**src/rtl/rbtv_sqrt_cell.sv**
```systemverilog
module rbtv_sqrt_cell #(
    parameter int LANES = 1,
    parameter int VW = 64,
    parameter int STEP = 0,
    parameter int SBW = 1
) (
    input  logic                       clk,
    input  logic                       rst_n,
    input  logic                       en,
    input  logic                       valid,
    input  logic [LANES-1:0][VW-1:0]   v,
    input  logic [LANES-1:0][VW-1:0]   root,
    input  logic [SBW-1:0]             sb,
    output logic                       fwd_valid,
    output logic [LANES-1:0][VW-1:0]   fwd_v,
    output logic [LANES-1:0][VW-1:0]   fwd_root,
    output logic [SBW-1:0]             fwd_sb
);
    localparam int BP = VW - 2 - 2 * STEP;
    localparam logic [VW:0] BIT = (VW+1)'(1) << BP;

    logic [LANES-1:0][VW:0]   trial;
    logic [LANES-1:0][VW-1:0] v_next;
    logic [LANES-1:0][VW-1:0] root_next;
    logic [LANES-1:0][VW-1:0] v_reg;
    logic [LANES-1:0][VW-1:0] root_reg;
    logic [SBW-1:0]           sb_reg;
    logic                     valid_reg;

    // One restoring square root step: try the current result bit.
    always_comb
    begin
        for (int l = 0; l < LANES; l++)
        begin
            trial[l] = {1'b0, root[l]} + BIT;
            if ({1'b0, v[l]} >= trial[l])
            begin
                v_next[l]    = v[l] - trial[l][VW-1:0];
                root_next[l] = (root[l] >> 1) + BIT[VW-1:0];
            end
            else
            begin
                v_next[l]    = v[l];
                root_next[l] = root[l] >> 1;
            end
        end
    end

    always_ff @(posedge clk or negedge rst_n)
    begin
        if (!rst_n)
        begin
            valid_reg <= 1'b0;
        end
        else if (en)
        begin
            valid_reg <= valid;
        end
    end

    always_ff @(posedge clk)
    begin
        if (en)
        begin
            v_reg    <= v_next;
            root_reg <= root_next;
            sb_reg   <= sb;
        end
    end

    assign fwd_valid = valid_reg;
    assign fwd_v     = v_reg;
    assign fwd_root  = root_reg;
    assign fwd_sb    = sb_reg;
endmodule

```
**config.mk**
```make
export PLATFORM = sky130hd
export DESIGN_NAME = rbtv_sqrt_cell
export DESIGN_NICKNAME = d
export VERILOG_FILES = /design/src/rtl/rbtv_sqrt_cell.sv
export SDC_FILE = /design/constraint.sdc
export NUM_CORES = 1
export LEC_CHECK = 0
export BUFFER_PORTS_ARGS = -buffer_cell sky130_fd_sc_hd__buf_2
export CORE_MARGIN = 2
export CORE_UTILIZATION = 38
export DETAILED_ROUTE_END_ITERATION = 10
export GPL_TIMING_DRIVEN = 0
export HOLD_SLACK_MARGIN = 0.08
export PLACE_DENSITY = 0.62
export SETUP_SLACK_MARGIN = 0.3
export SYNTH_ARGS = -nofsm -noshare
export SYNTH_HDL_FRONTEND = slang
export SYNTH_SLANG_ARGS = --single-unit
export TNS_END_PERCENT = 1
```
**constraint.sdc**
```tcl
create_clock -name clk -period 2.25 [get_ports clk]
set_input_delay 0.225 -clock clk [delete_from_list [all_inputs] [get_ports clk]]
set_output_delay 0.225 -clock clk [all_outputs]
set_load 0.01 [all_outputs]
```
==> impl_metrics.ini <==
[status]
violations = negative setup slack
outcome = complete, but fails checks

[min_path]
hold_class = primary input to flop

[timing]
grt_setup_unrepaired = true
worst_pin_slew_ns = 0.591
hold-worst-slack_ns = 0.103
setup_slack_ns = -0.646
setup_violations = 66
fin_crit_sh = 1.29
finalClockSkew_ns = 0
tns_ns = -32.44
finalMaxSlewViolations = 0
report.final.hold_viol_count = 0
fmax_ghz = 0.345
max_slew_margin = 0.602
fin_crit_ns = 2.90

[global_routing]
track_usage = 0.221
grt_max_degree = 98
grt_pass1_vias = 8203
overflow = 0
grt_pass1_wl_um = 42100
antenna_found_initial = 2

[cells_and_area]
area_growth_syn_to_layout_pct = 40.8
fillers = 2112
nNetsFinal = 1481
drive_gt1_frac = 0.304

[setup_path]
rr_endpoint = fwd_valid
crit_path_start = root[1]
worstSetupPathType = primary input to flop
critPathCapture = fwd_v[44]
cp.arrival_ns = 3.06
reg2regPathDepth = 1
required_ns = 2.42
cp-start-kind = primary input
rrSetupSlack_ns = 1.51
r2r_start = fwd_valid
setup.worst_path.end_class = flop
crit_path_max_fanout = 6

[route]
vias = 8180
wirelength_um = 26900
drt_first_pass_iters = 6
drt_iter0_drc = 449
viasPerCell = 5.17
ant_nets = 0
drt-wirelength-per-cell_um = 17.0
drc = 0

[clock_network]
clkTransAtPathRegs_ns = 0.06
tritoncts = built
cts_root_buf = clkbuf_16
htreeDepth = 4
clock-sinks = 130
cts_buffer_depth = 2
numCtsBuffers = 17
clkLatencyLatePin_ns = 0.42

[floorplanning]
fp-row-count = 55
die_w_um = 155
start_util = 0.386
die_area_um2 = 24100
io-pin-count = 263
core_um2 = 22600
die_y_um = 155

[placement]
dp_worst_setup_slack_ns = -1.89
dp_hpwl_um = 19900
portBuffers = 262
place_congestion = 0.868

[pwr]
power_density_nw_per_um2 = 681
ir_drop_uv = 464
p_leak_nw = 5.48

[synthesis]
synth_area_leader_cell = edfxtp_1
yosys_warnings = 0
synth_top_area_frac = 0.445
synth_ff_type = edfxtp_1
synth_nets = 1117
syn_area_um2 = 8710
synthTopCellsByArea = edfxtp_1, ha_1, o21ai_0, a21oi_1, nand2_1
ys_types = 60
yosys_register_bits = 130
synth-async-reset-ratio = 0.00769
syn_inst = 918
yosysSeqAreaShare = 0.448
avgSynthCellArea_um2 = 9.49
synth-edff-count = 129

[run]
maxCapViolations = 0
==> power by group <==
part	switching, mW	internal [mW]	total, mW
clock network	1.09	1.65	2.74
logic	1.44	1.11	2.55
registers	0.0578	3.01	3.06
total	2.58	5.77	8.35
==> cell usage in the layout (no fill, tap or decap), types with 9 or more instances in the layout <==
master         netlist  routed
ha_1                65      61
dlygate4sd3_1        0      64
edfxtp_1           129     129
clkbuf_1            25      13
nand4_1             19      19
a21o_1              25      25
buf_2                5     259
o31ai_1             10       9
nand2_1            107     103
clkbuf_16            0      19
buf_4                1      15
o21a_1               9       9
nand3_1             15      13
o21ai_1              0      34
nor2_1              52      49
o21ai_0             98      57
o21bai_1            12      12
xnor2_1             32      32
xor2_1              23      23
inv_1               85      84
a21oi_1             81      77
==> metrics by stage <==
stage / instances / instance area [um2] / util / power [mW]
floorplan: 918 / 8750 / - / 4.46
global placement: 1465 / 10400 / 0.461 / 5.25
detailed placement: 1466 / 10500 / 0.463 / 5.27
CTS: 1579 / 12200 / 0.539 / 8.33
global route: 1580 / 12300 / 0.543 / 8.76
finish: 1581 / 12300 / 0.543 / 8.35
==> final cells by class <==
cell class / count / area, um2 / share of cell area
flip-flops and latches: 130 / 3900 / 0.318
repair buffers: 345 / 2180 / 0.178
multi-input cells: 670 / 4610 / 0.376
clock buffers: 22 / 454 / 0.0370
plain buffers: 33 / 319 / 0.0260
inverters: 85 / 332 / 0.0270
well taps: 285 / 357 / 0.0291
diodes: 1 / 2.50 / 0.000204
clock inverters: 10 / 111 / 0.00908
==> cells by family (layout without fill, tap and decap cells) <==
family	Yosys count	after routing	synth area share
compound gates	292	292	0.204
simple gates	253	253	0.137
flops	130	130	0.448
buf+inv	118	495	0.0537
fa+ha+maj	66	66	0.0957
xor+xnor	55	55	0.0553
mux	4	4	0.00603
other cells	0	1	0
==> synth_stat cells, types with 2 or more instances <==
| cell type | instances |
|---|---|
| and3_1 | 7 |
| nand2_1 | 107 |
| or2_2 | 6 |
| a21oi_1 | 81 |
| o2111a_1 | 2 |
| o211ai_1 | 3 |
| a21boi_0 | 3 |
| o221ai_1 | 6 |
| nand4_1 | 19 |
| buf_6 | 2 |
| buf_2 | 5 |
| a211o_1 | 3 |
| xor2_1 | 23 |
| o31ai_1 | 10 |
| o22ai_1 | 4 |
| o311a_1 | 2 |
| a211oi_1 | 9 |
| nor3b_1 | 3 |
| nor4_1 | 2 |
| nand2b_1 | 5 |
| and4_1 | 3 |
| inv_1 | 85 |
| o31a_1 | 5 |
| a2111oi_0 | 2 |
| ha_1 | 65 |
| clkbuf_1 | 25 |
| and2_1 | 3 |
| mux2_4 | 2 |
| xnor2_1 | 32 |
| a21o_1 | 25 |
| edfxtp_1 | 129 |
| o21ai_0 | 98 |
| or3_1 | 8 |
| o21a_1 | 9 |
| a31o_2 | 2 |
| o21bai_1 | 12 |
| nor2b_1 | 8 |
| nand3_1 | 15 |
| nor2_1 | 52 |
| a31oi_1 | 8 |
| mux2_2 | 2 |
| nor3_1 | 8 |
==> critical path: stages <==
cell and delay (ns):
buf_12 0.11, inv_12 0.04, ha_4 0.18, nor2b_4 0.12, o31a_1 0.27, o31a_1 0.38, o311a_4 0.41, nor4_4 0.39
nor4_4 0.11, or2_1 0.23, buf_6 0.15, buf_12 0.13, mux2_4 0.29
==> worst min path at each step <==
stage                     start         to  slack (ns)  cells past startpoint
after global routing      v[17]  fwd_v[17]        0.10                      3
after floorplan           rst_n  fwd_valid       -0.07                      0
after global placement    rst_n  fwd_valid     -0.0004                      1
after CTS                  v[6]   fwd_v[6]        0.08                      3
final                      v[6]   fwd_v[6]        0.10                      3
after detailed placement  rst_n  fwd_valid       0.001                      1
==> timing repair <==
action / 4_1_cts / 5_1_grt
resized for setup: 107 / 45
endpoints found under the setup margin: 66 / 66
gates cloned: 1 / 0
hold endpoints to repair: 64 / 0
hold buffers: 64 / 0
pin swaps: 17 / 9
setup buffers: 16 / 1
==> state kept, by name (all words and copies together), names as in the netlist <==
signal / count
fwd_root: 64
fwd_v: 64
fwd_sb: 1
fwd_valid: 1
==> layer usage <==
layer / vias up / track usage / routed length, um
met5: - / 0 / 0
met4: 0 / 0.0651 / 397
met3: 25 / 0.0393 / 1420
met2: 252 / 0.373 / 12900
met1: 3815 / 0.290 / 12200
li1: 4088 / - / -
Power figures use the tool's default switching activity.
