## config.mk

```make
export PLATFORM = sky130hd
export DESIGN_NAME = rbtv_div_cell
export DESIGN_NICKNAME = d
export VERILOG_FILES = /design/src/rtl/rbtv_div_cell.sv
export SDC_FILE = /design/constraint.sdc
export NUM_CORES = 1
export LEC_CHECK = 0
export BUFFER_PORTS_ARGS = -buffer_cell sky130_fd_sc_hd__buf_2
export CAP_MARGIN = 20
export CORE_UTILIZATION = 45
export DETAILED_ROUTE_END_ITERATION = 12
export GPL_TIMING_DRIVEN = 1
export HOLD_SLACK_MARGIN = 0.12
export PLACE_DENSITY = 0.8
export SLEW_MARGIN = 20
export SYNTH_ARGS = -nofsm -noshare
export SYNTH_HDL_FRONTEND = slang
export SYNTH_SLANG_ARGS = --single-unit
```

## constraint.sdc

```tcl
create_clock -name clk -period 0.8 [get_ports clk]
set_input_delay 0.16 -clock clk [delete_from_list [all_inputs] [get_ports clk]]
set_output_delay 0.16 -clock clk [all_outputs]
set_load 0.01 [all_outputs]
```

## src/rtl/rbtv_div_cell.sv

```systemverilog
module rbtv_div_cell #(
    parameter int LANES = 1,
    parameter int NW = 8,
    parameter int DW = 4,
    parameter int QW = 4,
    parameter int SHIFT = 0,
    parameter int SBW = 1
) (
    input  logic                       clk,
    input  logic                       rst_n,
    input  logic                       en,
    input  logic                       valid,
    input  logic [LANES-1:0][NW-1:0]   rem,
    input  logic [LANES-1:0][QW-1:0]   quo,
    input  logic [DW-1:0]              dvs,
    input  logic [SBW-1:0]             sb,
    output logic                       fwd_valid,
    output logic [LANES-1:0][NW-1:0]   fwd_rem,
    output logic [LANES-1:0][QW-1:0]   fwd_quo,
    output logic [DW-1:0]              fwd_dvs,
    output logic [SBW-1:0]             fwd_sb
);
    logic [NW:0]              dsh;
    logic [LANES-1:0]         ge;
    logic [LANES-1:0][NW-1:0] rem_next;
    logic [LANES-1:0][QW-1:0] quo_next;
    logic [LANES-1:0][NW-1:0] rem_reg;
    logic [LANES-1:0][QW-1:0] quo_reg;
    logic [DW-1:0]            dvs_reg;
    logic [SBW-1:0]           sb_reg;
    logic                     valid_reg;

    assign dsh = (NW+1)'(dvs) << SHIFT;

    // One restoring division step: decide quotient bit SHIFT in every lane.
    always_comb
    begin
        for (int l = 0; l < LANES; l++)
        begin
            ge[l]              = ({1'b0, rem[l]} >= dsh);
            rem_next[l]        = ge[l] ? (rem[l] - dsh[NW-1:0]) : rem[l];
            quo_next[l]        = quo[l];
            quo_next[l][SHIFT] = ge[l];
        end
    end

    always_ff @(posedge clk or negedge rst_n)
    begin
        if (!rst_n)
        begin
            valid_reg <= 1'b0;
        end
        else if (en)
        begin
            valid_reg <= valid;
        end
    end

    always_ff @(posedge clk)
    begin
        if (en)
        begin
            rem_reg <= rem_next;
            quo_reg <= quo_next;
            dvs_reg <= dvs;
            sb_reg  <= sb;
        end
    end

    assign fwd_valid = valid_reg;
    assign fwd_rem   = rem_reg;
    assign fwd_quo   = quo_reg;
    assign fwd_dvs   = dvs_reg;
    assign fwd_sb    = sb_reg;
endmodule

```

==> results by group, run 1 <==
Die
  • Placement Rows: 15
  • IO Pins: 39
  • CORE AREA: 1800 um2
  • Die area: around 2200 um2
  • Initial Utilization: between 40 and 50%
  • Die H: about 47 um
  • Die X: approximately 47 um

Clock tree
  • Clk_lat worst skew: about 290 ps
  • CTS tree: yes
  • Clk pin slew, worst setup/hold paths: 100 ps
  • H-tree depth: 1
  • Clock sink total: 18
  • Total CTS buffers: 3
  • Clock Tree Buf Depth: 2
  • Hold Buf Count CTS: 8
  • Root Buffer: clkbuf_4

Route
  • Drt pass-1 iters: 4
  • Routed wire length per instance: roughly 14 um
  • Final wirelength: 2200 um
  • Iteration-0 DRC Markers: 17
  • Metal2 WL: 1150 um
  • DR top layer: met4
  • Routed met3 length: approximately 63 um
  • Avg Vias per Cell: approximately 4.8
  • Drt drc: 0
  • Wl on met1: 918 um
  • ANT nets after route: 0
  • Vias: 756

Logic synthesis
  • Syn_area_per_cell: between 10 and 15 um2
  • Register bit total from synthesis: 18
  • Sequential-to-total area share from yosys stat: between 50 and 60%
  • Synth cell types: 26
  • Post-synth top area cell: edfxtp_1
  • Area contributors post-synth: edfxtp_1 57%, ha_1 5.6%, mux2i_1 3.4%
  • Mapped Area: around 900 um2
  • Post-synthesis instance total: 61
  • Net Count, Synth: 87
  • Share of the synthesized area in the top cell type: between 50% and 60%
  • Yosys synthesis warning count: 0

Hold path
  • Min-delay src: valid
  • Hold Path End: fwd_valid$_DFFE_PN0P_
  • Tightest Hold Check Type: in2reg
  • Hold Path Depth: 2

Layout
  • ANT cells: 0
  • Layout cells sized above 1: 62.6%
  • Final core area utilization: a little under nine tenths
  • Final nets: 158
  • Layout area overhead: 72.3%
  • Fill count: 90
  • Footprint of the multi-input gates: between 400 and 500 um2
  • FF+latch area: 536 um2

Worst setup path
  • Crit path launch type: input pin
  • Worst R2R Path Depth: 1
  • Crit-path max FO: 3
  • Reg-to-reg endpoint: fwd_valid$_DFFE_PN0P_
  • Worst EP arrival: 1590 ps
  • Crit Path Category: in2reg
  • CP required: approximately 850 ps
  • R2R setup slack: about 40 ps
  • Worst setup EP type: flip-flop
  • RR Startpoint: fwd_valid$_DFFE_PN0P_

Outcome
  • Failing checks: setup timing
  • Status: finished, violations left

Global routing
  • Vias in the first global route: 751
  • Initial antenna violation count: 0
  • GRT Util Overall: 24.0%
  • Largest net degree at the start of global routing: 14
  • First-pass GRT wire length: 3440 um
  • Total congestion overflow: 0

Timing
  • Pins Over Slew Limit: 0
  • Final clock skew: 0 ps
  • Finish-stage setup viols: 27
  • Tmin final: approximately 1500 ps
  • Max_slew headroom: between 60% and 70%
  • RSZ-0062 raised after global routing: true
  • Final Hold Vio Count: 0
  • Worst slew pin tran: 458 ps
  • Post-route setup slack: -736 ps
  • Final period util: 192%
  • F_max: between 600 and 700 MHz

Placement
  • Gp weighted congestion: around 0.81
  • Hpwl dp: between 1000 and 1500 um
  • Port bufs: 37

Power
  • Total power: about 2.3 mW
  • Static leakage: 0.678 nW
  • Worst vdd ir: 0.883 mV
  • Pwr dens: approximately 1500 nW/um2

Job
  • Number of max-cap violations: 0
kinds of logic after synthesis:
group                      synth area share, %
muxes                                     7.98
xor gates and xnor gates                  4.90
adders and majority gates                 7.84
DFF                                       59.9
AOI/OAI and AO/OA                         4.76
and+or+nand+nor                           11.6
buffers and inverters                     2.94
report_power, final:
part	switching, mW	total, mW	internal [mW]	leakage, nW
combinational	0.313	0.697	0.383	0.485
clock	0.276	0.458	0.182	0.0154
sequential	0.0230	1.17	1.15	0.178
stage by stage:
stage               area [um2]  hold slack [ps]  cells  setup TNS, ps  setup WS [ps]
floorplan                  986             -136     61          -7010           -966
global placement          1340            -65.7    140          -9210          -1090
detailed placement        1340            -62.3    140          -9610          -1140
CTS                       1530              118    155          -8860           -738
global route              1540              119    156         -10220           -763
finish                    1540              106    156          -9080           -736
worst max path at each step:
stage | start | endpoint | slack [ps]
3_5_place_dp | rem[0] | fwd_rem[2]$_DFFE_PP_ | -1140
4_1_cts | rem[0] | fwd_rem[6]$_DFFE_PP_ | -740
5_1_grt | rem[0] | fwd_rem[2]$_DFFE_PP_ | -760
6_report | rem[0] | fwd_rem[2]$_DFFE_PP_ | -740
2_1_floorplan | dvs[2] | fwd_rem[2]$_DFFE_PP_ | -970
3_3_place_gp | dvs[2] | fwd_rem[3]$_DFFE_PP_ | -1090
cells in the final DEF, fill, tap and decap left out, types with 2 or more instances in the layout:
| cell type | n |
|---|---|
| edfxtp_1 | 17 |
| inv_12 | 2 |
| buf_8 | 2 |
| buf_6 | 6 |
| nor2_1 | 4 |
| inv_2 | 2 |
| mux2_4 | 2 |
| buf_4 | 19 |
| xnor2_1 | 3 |
| clkbuf_4 | 3 |
| ha_4 | 4 |
| or3_4 | 2 |
| buf_2 | 30 |
| mux2i_1 | 3 |
| xor2_1 | 2 |
| dlygate4sd3_1 | 8 |
| inv_1 | 2 |
synth_stat cells:
library cell	count
a21oi_2	1
and4_1	1
dfrtp_1	1
edfxtp_1	17
fa_1	1
ha_1	4
inv_1	6
inv_2	1
mux2_2	1
mux2_4	2
mux2i_1	3
nand2_1	1
nand2b_1	1
nor2_1	5
nor2_8	1
nor2b_1	1
nor3_1	1
nor4_1	1
o211ai_2	1
o21ai_0	1
o311ai_0	1
o31ai_1	1
or2_2	1
or3_4	2
xnor2_1	3
xor2_1	2
flip-flops by register name, summed over array words and instances (netlist names):
name and cells:
fwd_rem 8, fwd_sb 1, fwd_quo 4, fwd_dvs 4
fwd_valid 1
what timing repair did:
action,CTS,global route
endpoints found under the setup margin,27,27
setup buffers,3,1
gates resized for setup,14,2
pin swaps,7,2
endpoints found under the hold margin,9,1
area by class of cell:
class,count,area share (%)
multi-input combinational,36,26.1
inverter,7,3.50
timing repair buffer,66,31.9
clock inverter,1,0.244
clock buffer,3,1.46
tap,25,2.03
sequential,18,34.8
worst max-delay path, cell delays in order:
cell and delay [ps]:
buf_8 90, inv_12 30, ha_4 150, fa_2 350
nand2b_4 160, a21oi_4 270, nor2_8 80, mux2_4 300
routing by layer:
metal,global-route usage (%),vias up
met1,29.1,367
li1,-,362
met4,15.9,0
met3,1.57,6
met2,40.3,21
met5,0,-
No activity file was read; power rests on OpenSTA's default activity.
==> run 2, diff against run 1 <==
Settings changed: PLACE_DENSITY 0.8 to 0.76, TNS_END_PERCENT set to 10.
==> results by group, run 2 (same netlist as run 1, synthesis figures left out) <==
Clock tree
  • Hold Buf Count CTS: 8
  • Clock Tree Buf Depth: 2
  • H-tree depth: 1
  • CTS tree: yes
  • Root Buffer: clkbuf_4
  • Total CTS buffers: 3
  • Clk pin slew, worst setup/hold paths: about 100 ps
  • Clock sink total: 18
  • Clk_lat worst skew: 290 ps

Timing
  • Post-route setup slack: -731 ps
  • Final period util: 191%
  • Pins Over Slew Limit: 0
  • Finish-stage setup viols: 27
  • RSZ-0062 raised after global routing: true
  • F_max: about 650 MHz
  • Tmin final: 1530 ps
  • Worst slew pin tran: 439 ps
  • Final clock skew: 0 ps
  • Max_slew headroom: 70.3%
  • Final Hold Vio Count: 0

Route
  • ANT nets after route: 0
  • Drt pass-1 iters: 4
  • Routed wire length per instance: around 19 um
  • Avg Vias per Cell: 4.92
  • Final wirelength: around 2900 um
  • Drt drc: 0
  • Iteration-0 DRC Markers: 7
  • Vias: between 700 and 800

Layout
  • Final nets: 160
  • ANT cells: 0
  • Largest register FFs: 8
  • Commonest non-fill, non-tap cell in the layout: buf_2
  • Layout cells sized above 1: 64.7%
  • Finished Cell Area: 1560 um2
  • Most frequent cells in the layout: 30 x buf_2, 21 x buf_4, 17 x edfxtp_1
  • Layout area overhead: 74.9%

Job
  • Number of max-cap violations: 0

Global routing
  • Total congestion overflow: 0
  • First-pass GRT wire length: roughly 3500 um
  • Initial antenna violation count: 0
  • GRT Util Overall: between 20% and 30%
  • Vias in the first global route: approximately 770
  • Largest net degree at the start of global routing: 15

Power
  • Pwr dens: about 1500 nW/um2
  • Static leakage: just under 0.7 nW
  • Worst vdd ir: a little under 1 mV

Die
  • IO Pins: 39
  • Placement Rows: 15
  • Die area: 2170 um2
  • Initial Utilization: roughly 50%
  • Die H: 46.6 um
  • CORE AREA: 1800 um2
  • Die X: 46.6 um

Placement
  • Post-place setup slack: -1150 ps
  • Placed Area: 1350 um2
  • Hpwl dp: roughly 1500 um
  • Port bufs: 37
  • Gp weighted congestion: just under 0.8

Worst setup path
  • Crit path launch type: input pin
  • Worst EP arrival: between 1500 and 2000 ps
  • Worst setup EP type: flip-flop
  • Setup crit start: rem[3]
  • Crit Path Category: in2reg
  • Crit-path max FO: 4
  • RR Startpoint: fwd_valid$_DFFE_PN0P_
  • CP required: approximately 850 ps

Hold path
  • Min-delay src: valid
  • Tightest Hold Check Type: in2reg

Outcome
  • Failing checks: setup timing
  • Status: finished, violations left
## run 2: repair_timing
item	in CTS	in global routing
endpoints found under the hold margin	9	1
endpoints found under the setup margin	27	27
setup buffers	3	1
gates cloned	0	0
pin swaps	7	10
gates resized for setup	8	16
## run 2: path summary, 6_finish.rpt
kind	cells after the start	to	slack [ps]
setup / recovery	6	fwd_rem[2]$_DFFE_PP_	-730
hold / removal	2	fwd_valid$_DFFE_PN0P_	120
setup reg to reg	1	fwd_valid$_DFFE_PN0P_	50
hold reg to reg	1	fwd_valid$_DFFE_PN0P_	530
max in group asynchronous	2	fwd_valid$_DFFE_PN0P_	530
min in group asynchronous	2	fwd_valid$_DFFE_PN0P_	190
## run 2: report_power, final
group | total (mW) | switching, mW | internal, mW
Clock | 0.453 | 0.272 | 0.181
Combinational | 0.741 | 0.342 | 0.399
Sequential | 1.18 | 0.0301 | 1.15
## run 2: routing by layer
metal	global-route usage [%]	up-vias	routed length, um
li1	-	366	-
met1	24.3	371	1070
met2	48.3	32	1640
met3	4.71	8	127
met4	11.8	0	99
met5	0	-	0
## run 2: layout make-up
| type | instances | area [um2] |
|---|---|---|
| Clock buffer | 3 | 22.5 |
| Clock inverter | 1 | 3.75 |
| Fill cell | 85 | 239 |
| Inverter | 7 | 46.3 |
| Multi-Input combinational cell | 36 | 409 |
| Sequential cell | 18 | 536 |
| Tap cell | 25 | 31.3 |
| Timing Repair Buffer | 68 | 514 |
## run 2: worst max-delay path, stage by stage
cell    delay [ps]
buf_6          100
ha_4           230
and4_4         190
or3_4          420
nor2_8         160
mux2_4         310
## run 2: metrics by stage
step	std cells	total power [mW]	util [%]	setup TNS, ps	hold WS (ps)
final	158	2.37	86.7	-9210	117
after global routing	158	2.47	86.7	-10100	108
after CTS	157	2.29	83.3	-8810	108
after detailed placement	142	1.79	74.7	-9260	-63.3
after global placement	142	1.76	74.7	-8960	-65.6
after floorplan	61	1.50	-	-7080	-136
